## src/rtl/can_receive_signal_mapper_top_defines.svh

```systemverilog
// Assertion macros of the signal mapper top level
`ifndef CAN_RECEIVE_SIGNAL_MAPPER_TOP_DEFINES_SVH
`define CAN_RECEIVE_SIGNAL_MAPPER_TOP_DEFINES_SVH

// Same-cycle implication, sampled on clk, quiet during reset
`define CRSM_ASSERT_NOW(lbl, ante, cons) \
  lbl: assert property (@(posedge clk) disable iff (!rst_n) (ante) |-> (cons)) \
    else $error("crsm check failed");

// Next-cycle implication, sampled on clk, quiet during reset
`define CRSM_ASSERT_NEXT(lbl, ante, cons) \
  lbl: assert property (@(posedge clk) disable iff (!rst_n) (ante) |=> (cons)) \
    else $error("crsm check failed");

`endif

```

## src/rtl/crsm_pkg.sv

```systemverilog
// Types and constants of the CAN receive signal mapper
package crsm_pkg;

  typedef enum logic [1:0] {
    OP_CLEAR  = 2'd0,
    OP_ADD    = 2'd1,
    OP_REMOVE = 2'd2,
    OP_FRAME  = 2'd3
  } op_t;

  typedef enum logic [2:0] {
    ST_OK         = 3'd0,
    ST_BAD_OFFSET = 3'd1,
    ST_BAD_LENGTH = 3'd2,
    ST_MSGS_FULL  = 3'd3,
    ST_ITEMS_FULL = 3'd4,
    ST_NO_MATCH   = 3'd5
  } status_t;

  typedef enum logic [3:0] {
    S_IDLE,
    S_SCAN,
    S_ADD,
    S_RM_RD,
    S_RM_WR,
    S_RD,
    S_EXT,
    S_MUL,
    S_VAL,
    S_RESP
  } state_t;

  localparam logic KIND_STATUS = 1'b0;
  localparam logic KIND_VALUE  = 1'b1;

  localparam logic [10:0] SERVICE_ID = 11'h601;
  localparam logic [3:0]  FRAME_LEN  = 4'd8;
  localparam logic [7:0]  OFS_MAX    = 8'd63;
  localparam logic [7:0]  LEN_MAX    = 8'd32;
  localparam int          WORD_BITS  = 32;

  // One stored signal item
  typedef struct packed {
    logic [7:0]  param;
    logic [15:0] gain;
    logic [5:0]  offset;
    logic [5:0]  length;
  } item_t;

  // Stage enables of the decode unit
  typedef struct packed {
    logic ext_en;
    logic mul_en;
  } dec_ctl_t;

endpackage

```

## src/rtl/crsm_if.sv

```systemverilog
// Handshake channels of the signal mapper: request words and result words
interface crsm_in_if;
  logic               valid;
  logic               ready;
  logic [1:0]         op;
  logic [10:0]        can_id;
  logic [3:0]         frame_length;
  logic [63:0]        frame_data;
  logic [7:0]         param_index;
  logic [7:0]         bit_offset;
  logic [7:0]         bit_length;
  logic signed [15:0] gain;

  modport source (output valid, op, can_id, frame_length, frame_data, param_index,
                  bit_offset, bit_length, gain, input ready);
  modport sink   (input valid, op, can_id, frame_length, frame_data, param_index,
                  bit_offset, bit_length, gain, output ready);
endinterface

interface crsm_out_if;
  logic               valid;
  logic               ready;
  logic               kind;
  logic [2:0]         status;
  logic [3:0]         messages_used;
  logic [6:0]         removed_count;
  logic [7:0]         out_param;
  logic signed [31:0] value;
  logic               last;

  modport source (output valid, kind, status, messages_used, removed_count, out_param,
                  value, last, input ready);
  modport sink   (input valid, kind, status, messages_used, removed_count, out_param,
                  value, last, output ready);
endinterface

```

## src/rtl/crsm_item_mem.sv

```systemverilog
// Signal item store: one write port, one registered read port
module crsm_item_mem #(
  parameter int DEPTH = 80,
  parameter int AW    = 7
) (
  input  logic                clk,
  input  logic                we,
  input  logic [AW-1:0]       waddr,
  input  crsm_pkg::item_t     wdata,
  input  logic [AW-1:0]       raddr,
  output crsm_pkg::item_t     rdata
);
  import crsm_pkg::*;

  item_t mem [DEPTH];
  item_t rdata_r;

  // write one word
  always_ff @(posedge clk) begin
    if (we) begin
      mem[waddr] <= wdata;
    end
  end

  // register the read word
  always_ff @(posedge clk) begin
    rdata_r <= mem[raddr];
  end

  assign rdata = rdata_r;

endmodule

```

## src/rtl/crsm_decode.sv

```systemverilog
// Decode unit: field extraction stage, then fixed-point multiply stage
module crsm_decode #(
  parameter int FRAC_BITS = 5
) (
  input  logic               clk,
  input  crsm_pkg::dec_ctl_t ctl,
  input  crsm_pkg::item_t    entry,
  input  logic [63:0]        data,
  output logic [7:0]         param_o,
  output logic signed [31:0] value_o
);
  import crsm_pkg::*;

  logic [31:0]        word;
  logic [31:0]        shifted;
  logic [32:0]        mask33;
  logic [31:0]        fx;
  logic signed [31:0] fx_r;
  logic signed [15:0] gain_r;
  logic [7:0]         param_r;
  logic signed [47:0] prod;
  logic signed [47:0] prod_sh;
  logic signed [31:0] value_r;

  // pick the half word, shift down, mask to length, scale into fixed point
  always_comb begin
    word    = entry.offset[5] ? data[63:32] : data[31:0];
    shifted = word >> entry.offset[4:0];
    mask33  = (33'd1 << entry.length) - 33'd1;
    fx      = (shifted & mask33[31:0]) << FRAC_BITS;
  end

  always_ff @(posedge clk) begin
    if (ctl.ext_en) begin
      fx_r    <= fx;
      gain_r  <= entry.gain;
      param_r <= entry.param;
    end
  end

  // multiply, then floor shift back by the fraction bits
  assign prod    = fx_r * gain_r;
  assign prod_sh = prod >>> FRAC_BITS;

  always_ff @(posedge clk) begin
    if (ctl.mul_en) begin
      value_r <= prod_sh[31:0];
    end
  end

  assign param_o = param_r;
  assign value_o = value_r;

endmodule

```

## src/rtl/can_receive_signal_mapper_top.sv

```systemverilog
// Top level of the CAN receive signal mapper: sequencer, message table, item store
//
//  channel | dir | handshake          | word
//  in_ch   | in  | valid/ready        | op, can_id, frame_length, frame_data, param, ...
//  out_ch  | out | valid/ready        | kind, status, counts, out_param, value, last
//
// One request at a time; ready only while idle. Clear replies the cycle after acceptance.
// Add scans the message ids, one per cycle, then writes the item in S_ADD, then replies.
// Remove walks every stored item through the item memory, a read (S_RM_RD) and a
// write-back (S_RM_WR) per item and an S_RM_RD step to close each message and to finish,
// then the reply. A frame scans the message ids to match, then steps each item through memory
// read, extract, multiply and result (S_RD to S_VAL); a stall on out_ch holds the result.
// Reset (synchronous, rst_n low) empties the table; no clearing pass is needed.
`include "can_receive_signal_mapper_top_defines.svh"

module can_receive_signal_mapper_top #(
  parameter int MAX_MSGS  = 10,
  parameter int MAX_ITEMS = 8,
  parameter int FRAC_BITS = 5
) (
  input logic       clk,
  input logic       rst_n,
  crsm_in_if.sink   in_ch,
  crsm_out_if.source out_ch
);
  import crsm_pkg::*;

  localparam int DEPTH = MAX_MSGS * MAX_ITEMS;
  localparam int AW    = (DEPTH > 1) ? $clog2(DEPTH) : 1;
  localparam int MW    = (MAX_MSGS > 1) ? $clog2(MAX_MSGS) : 1;
  localparam int MCW   = $clog2(MAX_MSGS + 1);
  localparam int CW    = $clog2(MAX_ITEMS + 1);
  localparam int RW    = $clog2(DEPTH + 1);

  state_t state_r, state_nxt;

  // latched request
  op_t         op_r;
  logic [10:0] id_r;
  logic [7:0]  param_r;
  item_t       new_item_r;
  logic [63:0] data_r;

  // message table: valid entries always form a prefix of used_r slots
  logic [MCW-1:0] used_r;
  logic [10:0]    ids_r  [MAX_MSGS];
  logic [CW-1:0]  cnts_r [MAX_MSGS];

  logic [MCW-1:0] mi_r;
  logic [MCW-1:0] dst_r;
  logic [CW-1:0]  j_r;
  logic [CW-1:0]  k_r;
  logic [RW-1:0]  rem_r;
  logic           found_r;
  status_t        st_r;
  logic [3:0]     resp_used_r;

  logic [MW-1:0]  mi_idx;
  logic [MW-1:0]  dst_idx;
  logic           scan_end;
  logic           scan_hit;
  logic [CW-1:0]  cur_cnt;
  logic [CW-1:0]  add_cnt;
  logic           last_item;

  logic           in_acc;
  logic           out_acc;
  logic           mem_we;
  logic [AW-1:0]  waddr;
  item_t          wdata;
  logic [AW-1:0]  raddr;
  item_t          rdata;
  dec_ctl_t       dec_ctl;
  logic [7:0]     dec_param;
  logic signed [31:0] dec_value;

  assign mi_idx    = mi_r[MW-1:0];
  assign dst_idx   = dst_r[MW-1:0];
  assign scan_end  = (mi_r >= used_r);
  assign scan_hit  = !scan_end && (ids_r[mi_idx] == id_r);
  assign cur_cnt   = scan_end ? '0 : cnts_r[mi_idx];
  assign add_cnt   = found_r ? cur_cnt : '0;
  assign last_item = ((j_r + CW'(1)) == cur_cnt);

  assign in_acc  = in_ch.valid && in_ch.ready;
  assign out_acc = out_ch.valid && out_ch.ready;

  // item addresses
  assign raddr = AW'(mi_idx * MAX_ITEMS) + AW'(j_r);
  always_comb begin
    if (state_r == S_RM_WR) begin
      waddr = AW'(dst_idx * MAX_ITEMS) + AW'(k_r);
      wdata = rdata;
    end else begin
      waddr = AW'(mi_idx * MAX_ITEMS) + AW'(add_cnt);
      wdata = new_item_r;
    end
  end

  // next state
  always_comb begin
    state_nxt = state_r;
    unique case (state_r)
      S_IDLE: begin
        if (in_acc) begin
          unique case (op_t'(in_ch.op))
            OP_CLEAR:  state_nxt = S_RESP;
            OP_REMOVE: state_nxt = S_RM_RD;
            OP_ADD: begin
              if (in_ch.bit_offset > OFS_MAX || in_ch.bit_length == 8'd0 ||
                  in_ch.bit_length > LEN_MAX) begin
                state_nxt = S_RESP;
              end else begin
                state_nxt = S_SCAN;
              end
            end
            OP_FRAME: begin
              if (in_ch.frame_length != FRAME_LEN || in_ch.can_id == SERVICE_ID) begin
                state_nxt = S_RESP;
              end else begin
                state_nxt = S_SCAN;
              end
            end
            default: state_nxt = S_RESP;
          endcase
        end
      end
      S_SCAN: begin
        if (scan_hit) begin
          state_nxt = (op_r == OP_ADD) ? S_ADD : S_RD;
        end else if (scan_end) begin
          state_nxt = (op_r == OP_ADD) ? S_ADD : S_RESP;
        end
      end
      S_ADD:   state_nxt = S_RESP;
      S_RM_RD: begin
        if (scan_end) begin
          state_nxt = S_RESP;
        end else if (j_r < cur_cnt) begin
          state_nxt = S_RM_WR;
        end
      end
      S_RM_WR: state_nxt = S_RM_RD;
      S_RD:    state_nxt = S_EXT;
      S_EXT:   state_nxt = S_MUL;
      S_MUL:   state_nxt = S_VAL;
      S_VAL: begin
        if (out_acc) begin
          state_nxt = last_item ? S_IDLE : S_RD;
        end
      end
      S_RESP: begin
        if (out_acc) begin
          state_nxt = S_IDLE;
        end
      end
      default: state_nxt = S_IDLE;
    endcase
  end

  // control outputs
  always_comb begin
    in_ch.ready    = 1'b0;
    mem_we         = 1'b0;
    dec_ctl.ext_en = 1'b0;
    dec_ctl.mul_en = 1'b0;
    unique case (state_r)
      S_IDLE:  in_ch.ready    = 1'b1;
      S_ADD:   mem_we = found_r ? (cur_cnt < CW'(MAX_ITEMS)) : (used_r < MCW'(MAX_MSGS));
      S_RM_WR: mem_we = (rdata.param != param_r);
      S_EXT:   dec_ctl.ext_en = 1'b1;
      S_MUL:   dec_ctl.mul_en = 1'b1;
      default: ;
    endcase
  end

  // result word, held from registers while stalled
  always_comb begin
    out_ch.valid         = (state_r == S_RESP) || (state_r == S_VAL);
    out_ch.kind          = (state_r == S_VAL) ? KIND_VALUE : KIND_STATUS;
    out_ch.status        = (state_r == S_VAL) ? ST_OK : st_r;
    out_ch.messages_used = (state_r == S_VAL) ? 4'd0 : resp_used_r;
    out_ch.removed_count = (state_r == S_VAL) ? 7'd0 : 7'(rem_r);
    out_ch.out_param     = (state_r == S_VAL) ? dec_param : 8'd0;
    out_ch.value         = (state_r == S_VAL) ? dec_value : 32'sd0;
    out_ch.last          = (state_r == S_VAL) ? last_item : 1'b1;
  end

  // control state
  always_ff @(posedge clk) begin
    if (!rst_n) begin
      state_r <= S_IDLE;
      used_r  <= '0;
    end else begin
      state_r <= state_nxt;
      if (state_r == S_IDLE && in_acc && op_t'(in_ch.op) == OP_CLEAR) begin
        used_r <= '0;
      end else if (state_r == S_ADD && !found_r && used_r < MCW'(MAX_MSGS)) begin
        used_r <= used_r + MCW'(1);
      end else if (state_r == S_RM_RD && scan_end) begin
        used_r <= dst_r;
      end
    end
  end

  // sequencer datapath
  always_ff @(posedge clk) begin
    case (state_r)
      S_IDLE: begin
        if (in_acc) begin
          op_r              <= op_t'(in_ch.op);
          id_r              <= in_ch.can_id;
          param_r           <= in_ch.param_index;
          data_r            <= in_ch.frame_data;
          new_item_r.param  <= in_ch.param_index;
          new_item_r.gain   <= in_ch.gain;
          new_item_r.offset <= in_ch.bit_offset[5:0];
          new_item_r.length <= in_ch.bit_length[5:0];
          mi_r              <= '0;
          dst_r             <= '0;
          j_r               <= '0;
          k_r               <= '0;
          rem_r             <= '0;
          found_r           <= 1'b0;
          resp_used_r       <= 4'd0;
          if (op_t'(in_ch.op) == OP_ADD && in_ch.bit_offset > OFS_MAX) begin
            st_r <= ST_BAD_OFFSET;
          end else if (op_t'(in_ch.op) == OP_ADD &&
                       (in_ch.bit_length == 8'd0 || in_ch.bit_length > LEN_MAX)) begin
            st_r <= ST_BAD_LENGTH;
          end else if (op_t'(in_ch.op) == OP_FRAME) begin
            st_r <= ST_NO_MATCH;
          end else begin
            st_r <= ST_OK;
          end
        end
      end
      S_SCAN: begin
        if (scan_hit) begin
          found_r <= 1'b1;
        end else if (!scan_end) begin
          mi_r <= mi_r + MCW'(1);
        end
      end
      S_ADD: begin
        if (found_r) begin
          if (cur_cnt < CW'(MAX_ITEMS)) begin
            cnts_r[mi_idx] <= cur_cnt + CW'(1);
            resp_used_r    <= 4'(used_r);
          end else begin
            st_r <= ST_ITEMS_FULL;
          end
        end else if (used_r < MCW'(MAX_MSGS)) begin
          ids_r[mi_idx]  <= id_r;
          cnts_r[mi_idx] <= CW'(1);
          resp_used_r    <= 4'(used_r + MCW'(1));
        end else begin
          st_r <= ST_MSGS_FULL;
        end
      end
      S_RM_RD: begin
        // close the source message: keep it, moved down, if any item survived
        if (!scan_end && j_r >= cur_cnt) begin
          if (k_r != '0) begin
            ids_r[dst_idx]  <= ids_r[mi_idx];
            cnts_r[dst_idx] <= k_r;
            dst_r           <= dst_r + MCW'(1);
          end
          mi_r <= mi_r + MCW'(1);
          j_r  <= '0;
          k_r  <= '0;
        end
      end
      S_RM_WR: begin
        if (rdata.param == param_r) begin
          rem_r <= rem_r + RW'(1);
        end else begin
          k_r <= k_r + CW'(1);
        end
        j_r <= j_r + CW'(1);
      end
      S_VAL: begin
        if (out_acc) begin
          j_r <= j_r + CW'(1);
        end
      end
      default: ;
    endcase
  end

  crsm_item_mem #(
    .DEPTH (DEPTH),
    .AW    (AW)
  ) u_mem (
    .clk   (clk),
    .we    (mem_we),
    .waddr (waddr),
    .wdata (wdata),
    .raddr (raddr),
    .rdata (rdata)
  );

  crsm_decode #(
    .FRAC_BITS (FRAC_BITS)
  ) u_dec (
    .clk     (clk),
    .ctl     (dec_ctl),
    .entry   (rdata),
    .data    (data_r),
    .param_o (dec_param),
    .value_o (dec_value)
  );

  // checks
  `CRSM_ASSERT_NOW(a_no_overlap, in_ch.ready, !out_ch.valid)
  `CRSM_ASSERT_NOW(a_used_bound, 1'b1, used_r <= MCW'(MAX_MSGS))
  `CRSM_ASSERT_NEXT(a_last_frees, out_ch.valid && out_ch.ready && out_ch.last, in_ch.ready)
  `CRSM_ASSERT_NOW(a_we_phase, mem_we, state_r == S_ADD || state_r == S_RM_WR)

endmodule

```

## src/flat_wrapper.sv

```systemverilog
// flat-port wrapper written by rule: the top's interface ports become plain ports
module can_receive_signal_mapper_top_flat import crsm_pkg::*;
#(
  parameter int MAX_MSGS  = 10,
  parameter int MAX_ITEMS = 8,
  parameter int FRAC_BITS = 5
)
  (clk, rst_n, in_ch_valid, in_ch_op, in_ch_can_id, in_ch_frame_length, in_ch_frame_data, in_ch_param_index, in_ch_bit_offset, in_ch_bit_length, in_ch_gain, in_ch_ready, out_ch_valid, out_ch_kind, out_ch_status, out_ch_messages_used, out_ch_removed_count, out_ch_out_param, out_ch_value, out_ch_last, out_ch_ready);
  crsm_in_if in_ch_i ();
  crsm_out_if out_ch_i ();
  input logic clk;
  input logic rst_n;
  input wire logic [$bits(in_ch_i.valid)-1:0] in_ch_valid;
  input wire logic [$bits(in_ch_i.op)-1:0] in_ch_op;
  input wire logic [$bits(in_ch_i.can_id)-1:0] in_ch_can_id;
  input wire logic [$bits(in_ch_i.frame_length)-1:0] in_ch_frame_length;
  input wire logic [$bits(in_ch_i.frame_data)-1:0] in_ch_frame_data;
  input wire logic [$bits(in_ch_i.param_index)-1:0] in_ch_param_index;
  input wire logic [$bits(in_ch_i.bit_offset)-1:0] in_ch_bit_offset;
  input wire logic [$bits(in_ch_i.bit_length)-1:0] in_ch_bit_length;
  input wire logic [$bits(in_ch_i.gain)-1:0] in_ch_gain;
  output wire logic [$bits(in_ch_i.ready)-1:0] in_ch_ready;
  output wire logic [$bits(out_ch_i.valid)-1:0] out_ch_valid;
  output wire logic [$bits(out_ch_i.kind)-1:0] out_ch_kind;
  output wire logic [$bits(out_ch_i.status)-1:0] out_ch_status;
  output wire logic [$bits(out_ch_i.messages_used)-1:0] out_ch_messages_used;
  output wire logic [$bits(out_ch_i.removed_count)-1:0] out_ch_removed_count;
  output wire logic [$bits(out_ch_i.out_param)-1:0] out_ch_out_param;
  output wire logic [$bits(out_ch_i.value)-1:0] out_ch_value;
  output wire logic [$bits(out_ch_i.last)-1:0] out_ch_last;
  input wire logic [$bits(out_ch_i.ready)-1:0] out_ch_ready;
  assign in_ch_i.valid = in_ch_valid;
  assign in_ch_i.op = in_ch_op;
  assign in_ch_i.can_id = in_ch_can_id;
  assign in_ch_i.frame_length = in_ch_frame_length;
  assign in_ch_i.frame_data = in_ch_frame_data;
  assign in_ch_i.param_index = in_ch_param_index;
  assign in_ch_i.bit_offset = in_ch_bit_offset;
  assign in_ch_i.bit_length = in_ch_bit_length;
  assign in_ch_i.gain = in_ch_gain;
  assign in_ch_ready = in_ch_i.ready;
  assign out_ch_valid = out_ch_i.valid;
  assign out_ch_kind = out_ch_i.kind;
  assign out_ch_status = out_ch_i.status;
  assign out_ch_messages_used = out_ch_i.messages_used;
  assign out_ch_removed_count = out_ch_i.removed_count;
  assign out_ch_out_param = out_ch_i.out_param;
  assign out_ch_value = out_ch_i.value;
  assign out_ch_last = out_ch_i.last;
  assign out_ch_i.ready = out_ch_ready;
  can_receive_signal_mapper_top #(.MAX_MSGS(MAX_MSGS), .MAX_ITEMS(MAX_ITEMS), .FRAC_BITS(FRAC_BITS)) u_core (.clk(clk), .rst_n(rst_n), .in_ch(in_ch_i), .out_ch(out_ch_i));
endmodule
```

## config.mk

```make
export PLATFORM = sky130hd
export DESIGN_NAME = can_receive_signal_mapper_top_flat
export DESIGN_NICKNAME = d
export VERILOG_FILES = /design/src/rtl/crsm_pkg.sv /design/src/rtl/crsm_if.sv /design/src/rtl/crsm_item_mem.sv /design/src/rtl/crsm_decode.sv /design/src/rtl/can_receive_signal_mapper_top.sv /design/src/flat_wrapper.sv
export VERILOG_INCLUDE_DIRS = /design/src /design/src/rtl
export SDC_FILE = /design/constraint.sdc
export NUM_CORES = 2
export LEC_CHECK = 0
export ABC_AREA = 1
export BUFFER_PORTS_ARGS = -buffer_cell sky130_fd_sc_hd__buf_2
export CAP_MARGIN = 20
export CORE_AREA = 2 2 476 572
export CTS_BUF_LIST = sky130_fd_sc_hd__clkbuf_8
export DETAILED_ROUTE_END_ITERATION = 12
export DIE_AREA = 0 0 478 574
export MAX_ROUTING_LAYER = met4
export PLACE_DENSITY_LB_ADDON = 0.05
export SETUP_SLACK_MARGIN = 0.4
export SYNTH_ARGS = -nofsm -noshare
export SYNTH_HDL_FRONTEND = slang
export SYNTH_HIERARCHICAL = 1
export SYNTH_SLANG_ARGS = --single-unit
```

## constraint.sdc

```tcl
create_clock -name clk -period 5.3 [get_ports clk]
set_clock_uncertainty 0.05 [all_clocks]
set_input_delay 0.265 -clock clk [delete_from_list [all_inputs] [get_ports clk]]
set_output_delay 0.265 -clock clk [all_outputs]
set_load 0.02 [all_outputs]
```

==> flow_metrics.env <==
export IMPL_ys_ff_latch=3305
export IMPL_portBuffers=182
export IMPL_dp_hpwl_um=268000
export IMPL_swShare_pct=42.9
export IMPL_slowest_delay_ns=0.57
export IMPL_netlist_instances=13031
export IMPL_worst_path_buf_inv=5
export IMPL_fin_nets=14385
export IMPL_yosys_area_top_type="edfxtp_1"
export IMPL_cts_root_buf="clkbuf_8"
export IMPL_grt_start_max_net_pins=199
export IMPL_p_int_mw=52.9
export IMPL_yosysUniqueCellTypes=60
export IMPL_start_kind="register"
export IMPL_fillers=21186
export IMPL_grt_pass1_vias=101306
export IMPL_maxCapViolations=0
export IMPL_pwr_share_clk_pct=21.5
export IMPL_core_area_um2=269000
export IMPL_synthDominantCellAreaShare_pct=66.5
export IMPL_regArea_um2=98800
export IMPL_power_leakage_nw=64.7
export IMPL_drc=0
export IMPL_die_h_um=574
export IMPL_hold_viol=0
export IMPL_ios=183
export IMPL_power_frac_comb_pct=42.9
export IMPL_die_area_um2=274000
export IMPL_critical_path_required_ns=6.00
export IMPL_hold_path_startpoint="in_ch_gain[0]"
export IMPL_hp_class="input pin to register"
export IMPL_initial_utilization_pct=54.7
export IMPL_power_density_nw_per_um2=545
export IMPL_fmax_mhz=178
export IMPL_drtIter0Drc=12413
export IMPL_final_layout_size_suffix_gt1_share_pct=13.5
export IMPL_htree_levels=6
export IMPL_min_period_ns=5.63
export IMPL_cts_buffer_depth=4
export IMPL_crit_arrival_ns=6.33
export IMPL_p_total_mw=92.7
export IMPL_drt_wl_total_um=456000
export IMPL_synth_edff_count=3257
export IMPL_path_cells="buf_12 -> buf_12 -> nand2_4 -> inv_2 -> fa_1 -> inv_1 -> fa_2 -> fa_2 -> fa_1 -> inv_1 -> fa_2 -> fa_1 -> ha_4 -> a21o_1 -> a31oi_4 -> o21ai_4 -> nand2_2 -> nand2_4 -> nand2_2 -> a21o_1 -> nand2_2"
export IMPL_cp_end_kind="register"
export IMPL_grt_overflow_total=0
export IMPL_crit_path_start="u_core/u_dec/gain_r[4]"
export IMPL_setup_viol=20
export IMPL_peakVddDrop_uv=562
export IMPL_syn_to_final_growth_pct=15.5
export IMPL_synth_nets=13574
export IMPL_switching_power_mw=39.7
export IMPL_path_max_fanout=6
export IMPL_worst_slew_pin_slew_ns=1.22
export IMPL_post_drt_wl_per_cell_um=25.6
export IMPL_rows=209
export IMPL_ys_warn_count=6
export IMPL_syn_area_um2=147000
export IMPL_fin_crit_sh_pct=106
export IMPL_clkLatencyLatePin_ns=1.03
export IMPL_maxSlewViolCount=0
export IMPL_p_seq_share_pct=35.6
export IMPL_rr_startpoint="u_core/u_dec/gain_r[4]"
export IMPL_violations="setup timing"
export IMPL_outcome="finished, violations left"
export IMPL_dr_pass1_iters=7
export IMPL_gp_congestion=0.947
export IMPL_path_clk_slew_ns=0.08
export IMPL_grt_usage_pct=33.4
export IMPL_synth_seq_area_share_pct=67.1
export IMPL_critPathKind="register to register"
export IMPL_synth_area_leaders="edfxtp_1 66%, nand3_1 9.0%, nand2_1 9.0%"
export IMPL_setup_ws_ns=-0.329
export IMPL_rsz0062_at_grt="true"
export IMPL_final_common_cell="nand2_1"
export IMPL_cts_tree="yes"
export IMPL_ys_flop_type="edfxtp_1"
export IMPL_crit_family="adder cells"
export IMPL_antenna_found_initial=18
export IMPL_final_cell_mix="3440 x nand2_1, 3257 x edfxtp_1, 2654 x nand3_1, 941 x inv_1, 558 x clkbuf_8"
export IMPL_fin_setup_tns_ns=-4.77
export IMPL_slew_headroom_pct=18.7
export IMPL_multi_input_area_um2=43800
export IMPL_grt_pass1_wl_um=662000
export IMPL_vias=104535
export IMPL_async_reset_ff_share_pct=0
export IMPL_viasPerCell=5.86
export IMPL_final_antenna_net_count=0
export IMPL_avgSynthCellArea_um2=11.3
export IMPL_slowest_stage="fa_2"
export IMPL_cts_buffers_inserted=536
export IMPL_numClockSinks=3305
export IMPL_preCtsSetupSlack_ns=-0.344
export IMPL_die_w_um=478
-- cells in the mapped netlist, types with 12 or more instances --
cell / instances
nand4_1: 16
nand3_1: 2661
nand3b_1: 12
buf_6: 15
ha_1: 115
clkbuf_1: 325
buf_1: 99
fa_1: 303
inv_2: 17
edfxtp_1: 3257
o22ai_1: 130
o21ai_1: 36
buf_4: 42
nor3_1: 29
o21ai_0: 359
nand2_1: 3524
buf_2: 309
a21oi_1: 79
o211ai_1: 12
dfxtp_1: 48
inv_1: 801
nor2_1: 629
xnor2_1: 22
or2_2: 25
xor2_1: 33
o221ai_1: 17
-- worst register-to-register path, delay by kind of cell (launching register included) --
family / cells / cell delay (ns)
buffers and inverters: 5 / 0.47
AOI/OAI and AO/OA: 4 / 0.68
and+or+nand+nor: 5 / 0.39
adders and majority gates: 7 / 3.33
DFF: 1 / 0.47
-- per-layer routing --
layer,global-route usage [%],vias up,routed length (µm)
li1,-,46706,-
met1,43.6,51761,177000
met2,52.4,5125,217000
met3,5.11,943,39700
met4,14.4,0,21900
met5,-,-,0
-- sequential cells by signal, summed over array words and instances (netlist names), named ones only --
name	cells
u_core/st_r	3
u_core/cnts_r	40
u_core/u_dec/gain_r	16
u_core/mi_idx	4
u_core/data_r	64
u_core/u_dec/fx_r	27
u_core/k_r	4
u_core/ids_r	110
u_core/dst_idx	4
u_core/j_r	4
u_core/u_dec/param_o	8
u_core/resp_used_r	4
u_core/u_mem/mem	2880
u_core/new_item_r	36
u_core/state_r	4
u_core/u_dec/value_o	32
u_core/found_r	1
u_core/u_mem/rdata	36
u_core/used_r	4
u_core/rem_r	7
u_core/op_r	2
u_core/id_r	11
-- metrics by stage --
stage / std cells / hold WS, ns / cell area (µm²) / util [%]
floorplan: 13031 / 0.314 / 148000 / -
global placement: 16572 / 0.376 / 156000 / 58.1
detailed placement: 16579 / 0.383 / 156000 / 58.2
CTS: 17754 / 0.0240 / 169000 / 62.8
global route: 17819 / 0.0458 / 170000 / 63.2
finish: 17824 / 0.0928 / 170000 / 63.2
-- cell type report --
class                           instances  area share [%]
Multi-Input combinational cell       8119            25.8
Clock inverter                        363           0.985
Antenna cell                           12          0.0177
Inverter                              822            1.84
Tap cell                             3587            2.64
Sequential cell                      3305            58.1
Timing Repair Buffer                 1058            6.14
Clock buffer                          558            4.52
-- final timing paths --
check        slack [ns]                        to  depth (start not counted)
min reg2reg        0.39    u_core/u_dec/gain_r[0]                          0
min                0.09     u_core/new_item_r[12]                          2
max reg2reg       -0.33  u_core/u_dec/value_o[16]                         21
max               -0.33  u_core/u_dec/value_o[16]                         21
-- what timing repair did --
item,CTS,global route
buffers inserted,25,46
hold buffers,227,0
resized for setup,145,132
endpoints found under the setup margin,24,492
hold endpoints to repair,166,0
gates cloned,2,7
pin swaps,44,88
-- power groups by stage --
stage | combinational (mW) | sequential, mW | clock (mW)
after detailed placement | 37.9 | 33.5 | 0
after CTS | 38.6 | 33.0 | 20.2
after floorplan | 22.4 | 33.3 | 0
final | 39.7 | 33.0 | 19.9
after global placement | 37.5 | 33.5 | 0
after global routing | 42.4 | 33.0 | 21.3
-- cell families (layout without fill, tap and decap cells) --
| group | Yosys count | count (layout) | synth area share [%] |
|---|---|---|---|
| fa+ha+maj | 418 | 418 | 5.10 |
| buf+inv | 1612 | 2801 | 4.56 |
| xor+xnor | 55 | 55 | 0.327 |
| mux | 2 | 2 | 0.0136 |
| compound gates | 685 | 685 | 2.61 |
| simple gates | 6954 | 6959 | 20.3 |
| flops | 3305 | 3305 | 67.1 |
| other cells | 0 | 12 | 0 |
Note: power is estimated with default switching activity, not from simulation.
